$ cat src/design/vms_pkg.sv
// ----------------------------------------------------------------------------
// vms_pkg
// Shared types, widths and codes for the velocity mean and spread unit.
// ----------------------------------------------------------------------------
package vms_pkg;

	localparam int MAX_PARTICLES = 4096;
	localparam int MAX_FRAMES    = 1024;

	localparam int VW    = 16;          // velocity and result field width
	localparam int NCW   = 13;          // particle count width
	localparam int FCW   = 11;          // frame count width
	localparam int CFG_W = 13;          // config write data width
	localparam int MW    = 23;          // N*F width
	localparam int SQ_W  = 31;          // one velocity squared
	localparam int FS_W  = 28;          // frame sum
	localparam int FQ_W  = 44;          // frame sum of squares
	localparam int TS_W  = 38;          // total sum
	localparam int TQ_W  = 54;          // total sum of squares
	localparam int MA_W  = 54;          // multiplicand width
	localparam int MB_W  = 38;          // multiplier width
	localparam int PW    = 92;          // product width
	localparam int DVW   = 78;          // dividend and quotient width
	localparam int DSW   = 45;          // divisor width
	localparam int SQW   = 64;          // square root input width
	localparam int RTW   = 32;          // square root result width
	localparam int SRW   = 34;          // square root remainder width
	localparam int CNT_W = 7;           // iteration counter width

	typedef enum logic [0:0] {
		CFG_PARTICLE_COUNT,
		CFG_FRAME_COUNT
	} cfg_idx_t;

	typedef struct packed {
		logic signed [VW-1:0] u_vel;
		logic signed [VW-1:0] v_vel;
		logic signed [VW-1:0] w_vel;
	} in_item_t;

	typedef struct packed {
		logic signed [VW-1:0] u_mean;
		logic signed [VW-1:0] v_mean;
		logic signed [VW-1:0] w_mean;
		logic [VW-1:0]        u_sdev;
		logic [VW-1:0]        v_sdev;
		logic [VW-1:0]        w_sdev;
		logic [VW-1:0]        vertical_rms;
		logic [VW-1:0]        horizontal_rms;
		logic                 overall_valid;
	} out_item_t;

	typedef enum logic [3:0] {
		ST_IDLE,
		ST_FLUSH,
		ST_N2,
		ST_M2,
		ST_MEAN,
		ST_MA,
		ST_MB,
		ST_VDIV,
		ST_ROOT,
		ST_LOAD
	} st_t;

	typedef enum logic [2:0] {
		UOP_N2,
		UOP_M2,
		UOP_MEAN,
		UOP_MA,
		UOP_MB,
		UOP_VDIV,
		UOP_ROOT
	} uop_t;

	typedef enum logic [1:0] {
		AOP_MUL,
		AOP_DIV,
		AOP_SQRT
	} aop_t;

	localparam logic [1:0] COMP_U = 2'd0;
	localparam logic [1:0] COMP_V = 2'd1;
	localparam logic [1:0] COMP_W = 2'd2;

	typedef struct packed {
		logic       take;
		logic       flush;
		logic       start;
		logic       store;
		uop_t       op;
		logic [1:0] comp;
		logic       tot;
		logic       load;
	} cmd_t;

	typedef struct packed {
		logic frame_end;
		logic last;
		logic done;
		logic out_free;
	} stat_t;

endpackage

$ cat src/design/vms_ctrl.sv
// ----------------------------------------------------------------------------
// vms_ctrl
// Controller: accepts items and sequences the frame-end computation.
// ----------------------------------------------------------------------------
module vms_ctrl (
	input  logic            clk,
	input  logic            arst_n,
	input  vms_pkg::stat_t  stat,
	output vms_pkg::cmd_t   cmd
);

	vms_pkg::st_t  state_q, state_n;
	logic [1:0]    comp_q, comp_n;
	logic          tot_q, tot_n;
	logic          issued_q, issued_n;
	logic          step_done;

	always_ff @(posedge clk or negedge arst_n) begin
		if (!arst_n) begin
			state_q  <= vms_pkg::ST_IDLE;
			comp_q   <= vms_pkg::COMP_U;
			tot_q    <= 1'b0;
			issued_q <= 1'b0;
		end else begin
			state_q  <= state_n;
			comp_q   <= comp_n;
			tot_q    <= tot_n;
			issued_q <= issued_n;
		end
	end

	always_comb begin
		state_n   = state_q;
		comp_n    = comp_q;
		tot_n     = tot_q;
		issued_n  = issued_q;
		cmd       = '0;
		cmd.op    = vms_pkg::UOP_N2;
		cmd.comp  = comp_q;
		cmd.tot   = tot_q;
		step_done = 1'b0;
		// Issue the step once, then wait for the unit to finish it.
		if (state_q != vms_pkg::ST_IDLE && state_q != vms_pkg::ST_FLUSH
				&& state_q != vms_pkg::ST_LOAD) begin
			if (!issued_q) begin
				cmd.start = 1'b1;
				issued_n  = 1'b1;
			end else if (stat.done) begin
				cmd.store = 1'b1;
				issued_n  = 1'b0;
				step_done = 1'b1;
			end
		end
		unique case (state_q)
			vms_pkg::ST_IDLE: begin
				cmd.take = 1'b1;
				if (stat.frame_end) state_n = vms_pkg::ST_FLUSH;
			end
			vms_pkg::ST_FLUSH: begin
				cmd.flush = 1'b1;
				comp_n    = vms_pkg::COMP_U;
				tot_n     = 1'b0;
				state_n   = vms_pkg::ST_N2;
			end
			vms_pkg::ST_N2: begin
				cmd.op = vms_pkg::UOP_N2;
				if (step_done) state_n = stat.last ? vms_pkg::ST_M2 : vms_pkg::ST_MEAN;
			end
			vms_pkg::ST_M2: begin
				cmd.op = vms_pkg::UOP_M2;
				if (step_done) state_n = vms_pkg::ST_MEAN;
			end
			vms_pkg::ST_MEAN: begin
				cmd.op = vms_pkg::UOP_MEAN;
				if (step_done) state_n = vms_pkg::ST_MA;
			end
			vms_pkg::ST_MA: begin
				cmd.op = vms_pkg::UOP_MA;
				if (step_done) state_n = vms_pkg::ST_MB;
			end
			vms_pkg::ST_MB: begin
				cmd.op = vms_pkg::UOP_MB;
				if (step_done) begin
					if (tot_q && comp_q == vms_pkg::COMP_U) begin
						comp_n  = vms_pkg::COMP_V;
						state_n = vms_pkg::ST_MA;
					end else begin
						state_n = vms_pkg::ST_VDIV;
					end
				end
			end
			vms_pkg::ST_VDIV: begin
				cmd.op = vms_pkg::UOP_VDIV;
				if (step_done) state_n = vms_pkg::ST_ROOT;
			end
			vms_pkg::ST_ROOT: begin
				cmd.op = vms_pkg::UOP_ROOT;
				if (step_done) begin
					if (!tot_q) begin
						if (comp_q != vms_pkg::COMP_W) begin
							comp_n  = comp_q + 1'b1;
							state_n = vms_pkg::ST_MEAN;
						end else if (stat.last) begin
							tot_n   = 1'b1;
							state_n = vms_pkg::ST_MA;
						end else begin
							state_n = vms_pkg::ST_LOAD;
						end
					end else if (comp_q == vms_pkg::COMP_W) begin
						comp_n  = vms_pkg::COMP_U;
						state_n = vms_pkg::ST_MA;
					end else begin
						state_n = vms_pkg::ST_LOAD;
					end
				end
			end
			vms_pkg::ST_LOAD: begin
				if (stat.out_free) begin
					cmd.load = 1'b1;
					state_n  = vms_pkg::ST_IDLE;
				end
			end
			default: state_n = vms_pkg::ST_IDLE;
		endcase
	end

endmodule

$ cat config.mk
export PLATFORM = sky130hd
export DESIGN_NAME = vms_ctrl
export DESIGN_NICKNAME = d
export VERILOG_FILES = /design/src/design/vms_pkg.sv /design/src/design/vms_ctrl.sv
export SDC_FILE = /design/constraint.sdc
export NUM_CORES = 1
export LEC_CHECK = 0
export ABC_AREA = 1
export BUFFER_PORTS_ARGS = -buffer_cell sky130_fd_sc_hd__buf_2
export CELL_PAD_IN_SITES_DETAIL_PLACEMENT = 0
export CELL_PAD_IN_SITES_GLOBAL_PLACEMENT = 1
export CORE_ASPECT_RATIO = 0.7
export CORE_MARGIN = 2
export CORE_UTILIZATION = 31
export DETAILED_ROUTE_END_ITERATION = 6
export PLACE_DENSITY = 0.77
export SETUP_SLACK_MARGIN = 0.1
export SYNTH_ARGS = -nofsm -noshare
export SYNTH_HDL_FRONTEND = slang
export SYNTH_SLANG_ARGS = --single-unit
$ cat constraint.sdc
create_clock -name clk -period 1.13 [get_ports clk]
set_input_delay 0.1695 -clock clk [delete_from_list [all_inputs] [get_ports clk]]
set_output_delay 0.1695 -clock clk [all_outputs]
set_load 0.03 [all_outputs]
==> run metrics <==
status complete, but fails checks; violated checks negative setup slack; most common library cell in the layout ignoring fill and taps nand2_1; pre-CTS WS -0.272 ns; most frequent cells in the layout nand2_1 (28), buf_4 (27), buf_6 (21), inv_2 (11), nand2_2 (9); Port Buffers 16; P&R area growth vs syn 108%; Final period util 141%; DR vias 1053; CP Max Fanout 5; max incr delay on CP 0.47 ns; top cell type's share of synthesized area 28.7%; Area contributors post-synth dfrtp_1 (29%), nand2_1 (22%), nand3_1 (9.3%), inv_1 (7.5%), nor2_1 (7.5%); Die W 60.7 um; core area 2140 um2; CTS max path bufs 2; clk_skew 0.00238 ns; global-route wire length before repair 3860 um; layout cells sized above 1 66.9%; Root Buffer clkbuf_4; Total Die Area 2650 um2; Post-Route Utilization 67.7%; Startpoint Class register; Synth Area per Inst 6.01 um2; worst slew margin relative to its limit 85.2%; CP most frequent cell inv_2; Wirelength per Cell 14.9 um; Max Clk Rate 627 MHz; RSZ-0062 raised after global routing true; CTS buffer count 3; gpl congestion 0.880; Clock Sink Count 8; Initial Util 32.6%; final hold vios 0; max cap viols 0; post-layout instance area 1450 um2; Reg clk slew, reported paths 0.05 ns; Max Slew Vio Count 0; 1st-iter DRT viols 57; final WL 3040 um; Crit path max-delay family flip-flops; slew at the pin closest to its max-slew limit 0.221 ns; Critical Path Sink Type primary output; Post-Syn Instances 116; final-stage net count 182; row cnt 14; initial antenna violation count 0; CP Cell Sequence inv_2, nand2_2, inv_2, nand2_4, o211ai_1, buf_4; Post-Syn Area 697 um2; 1st-pass router iterations 4; placed inst area 1050 um2; Yosys cell types 20; H-tree level count 1; FF+latch count, synth 8; dpl cells 185; HP Class in2reg; final worst slack -0.465 ns; CP Data Required Time 0.96 ns; Pwr Density 3040 nW/um2; Antenna diodes 0; critical path's slowest cell dfrtp_2; clk_lat worst skew 0.25 ns; # DRC 0; number of global-route vias before repair 871; VDD IR max 1670 uV; Crit Path Category reg2out; Vias/cell 5.16; Die Ht 43.7 um; GR Overflow Total 0; leak pwr 0.737 nW; sequential element share of the synthesized area 28.7%; Synth area leader dfrtp_1; Finished Layout Cells 204; GRT Util Overall 20.0%; CTS tree built; syn nets 124; clock period minus final worst setup slack 1.59 ns; Final ANT Viol Nets 0; post-detail-place hpwl 1660 um; Sum Neg Setup Slack -5.85 ns; Worst EP arrival 1.43 ns; Yosys warnings 0; Ports 17; final setup vio count 16; Worst Path Buf+Inv 3; largest net degree at the start of global routing 9
## sequential cells by signal, indices dropped and copies added (netlist names)
name,flops
comp_q,2
issued_q,1
state_q,4
tot_q,1
## per-layer routing
| metal | track usage [%] | vias to the layer above | part of all wire, % |
|---|---|---|---|
| li1 | - | 482 | - |
| met1 | 30.1 | 491 | 42 |
| met2 | 28.6 | 66 | 47 |
| met3 | 2.69 | 14 | 7.7 |
| met4 | 8.26 | 0 | 3.1 |
| met5 | 0 | - | 0 |
## cells in the mapped netlist (all sizes together)
cell and n:
ha 2, nand3 14, a21oi 2, inv 18
o211ai 1, nand2 42, nand4 3, o22ai 2
o21a 1, nor3 1, buf 1, dfrtp 8
nor2 17, o21ai 4
## area by class of cell
type                    instances  area (um2)
well taps                      32        40.0
fillers                       176         689
inverters                      18        77.6
flip-flops and latches          8         208
multi-input cells              89         626
repair buffers                 54         474
clock buffers                   3        22.5
## report_power, final
| part | switching, mW | internal (mW) |
|---|---|---|
| registers | 0.201 | 0.402 |
| logic | 1.92 | 1.66 |
| clock network | 0.0928 | 0.121 |
## tightest hold or removal path, cell delays in order
cell and delay (ns):
buf_2 0.13, nand4_1 0.12, a21oi_2 0.06
## cells by family after synthesis
group                    after synthesis  synth area share [%]
AND/OR/NAND/NOR                       77                  47.8
buffers and inverters                 19                  10.8
adder cells (fa/ha/maj)                2                  3.59
flip-flops                             8                  28.7
AO/OA/AOI/OAI                         10                  9.16
## worst paths after layout
check / to / slack (ns) / startpoint / cells past startpoint
setup / recovery: cmd[5] / -0.46 / state_q[2]$_DFFE_PN0P_ / 6
hold / removal: tot_q$_DFFE_PN0P_ / 0.27 / stat[2] / 3
setup reg to reg: state_q[0]$_DFFE_PN0P_ / -0.38 / state_q[2]$_DFFE_PN0P_ / 11
hold reg to reg: comp_q[0]$_DFFE_PN0P_ / 0.61 / comp_q[0]$_DFFE_PN0P_ / 3
max in group asynchronous: comp_q[1]$_DFFE_PN0P_ / 0.65 / arst_n / 2
min in group asynchronous: state_q[2]$_DFFE_PN0P_ / 0.29 / arst_n / 2
## timing repair
action,4_1_cts,5_1_grt
endpoints found under the setup margin,19,19
buffers inserted,3,14
gates cloned,0,0
pin swaps,3,16
gates resized for setup,36,43
hold buffers,1,0
hold endpoints to repair,8,0
## through the flow
stage	hold WS [ns]	power, mW
CTS	0.222	3.47
global route	0.287	4.68
detailed placement	0.0267	2.83
floorplan	-0.126	1.95
global placement	0.0186	2.83
finish	0.267	4.40
Power figures use the tool's default switching activity.
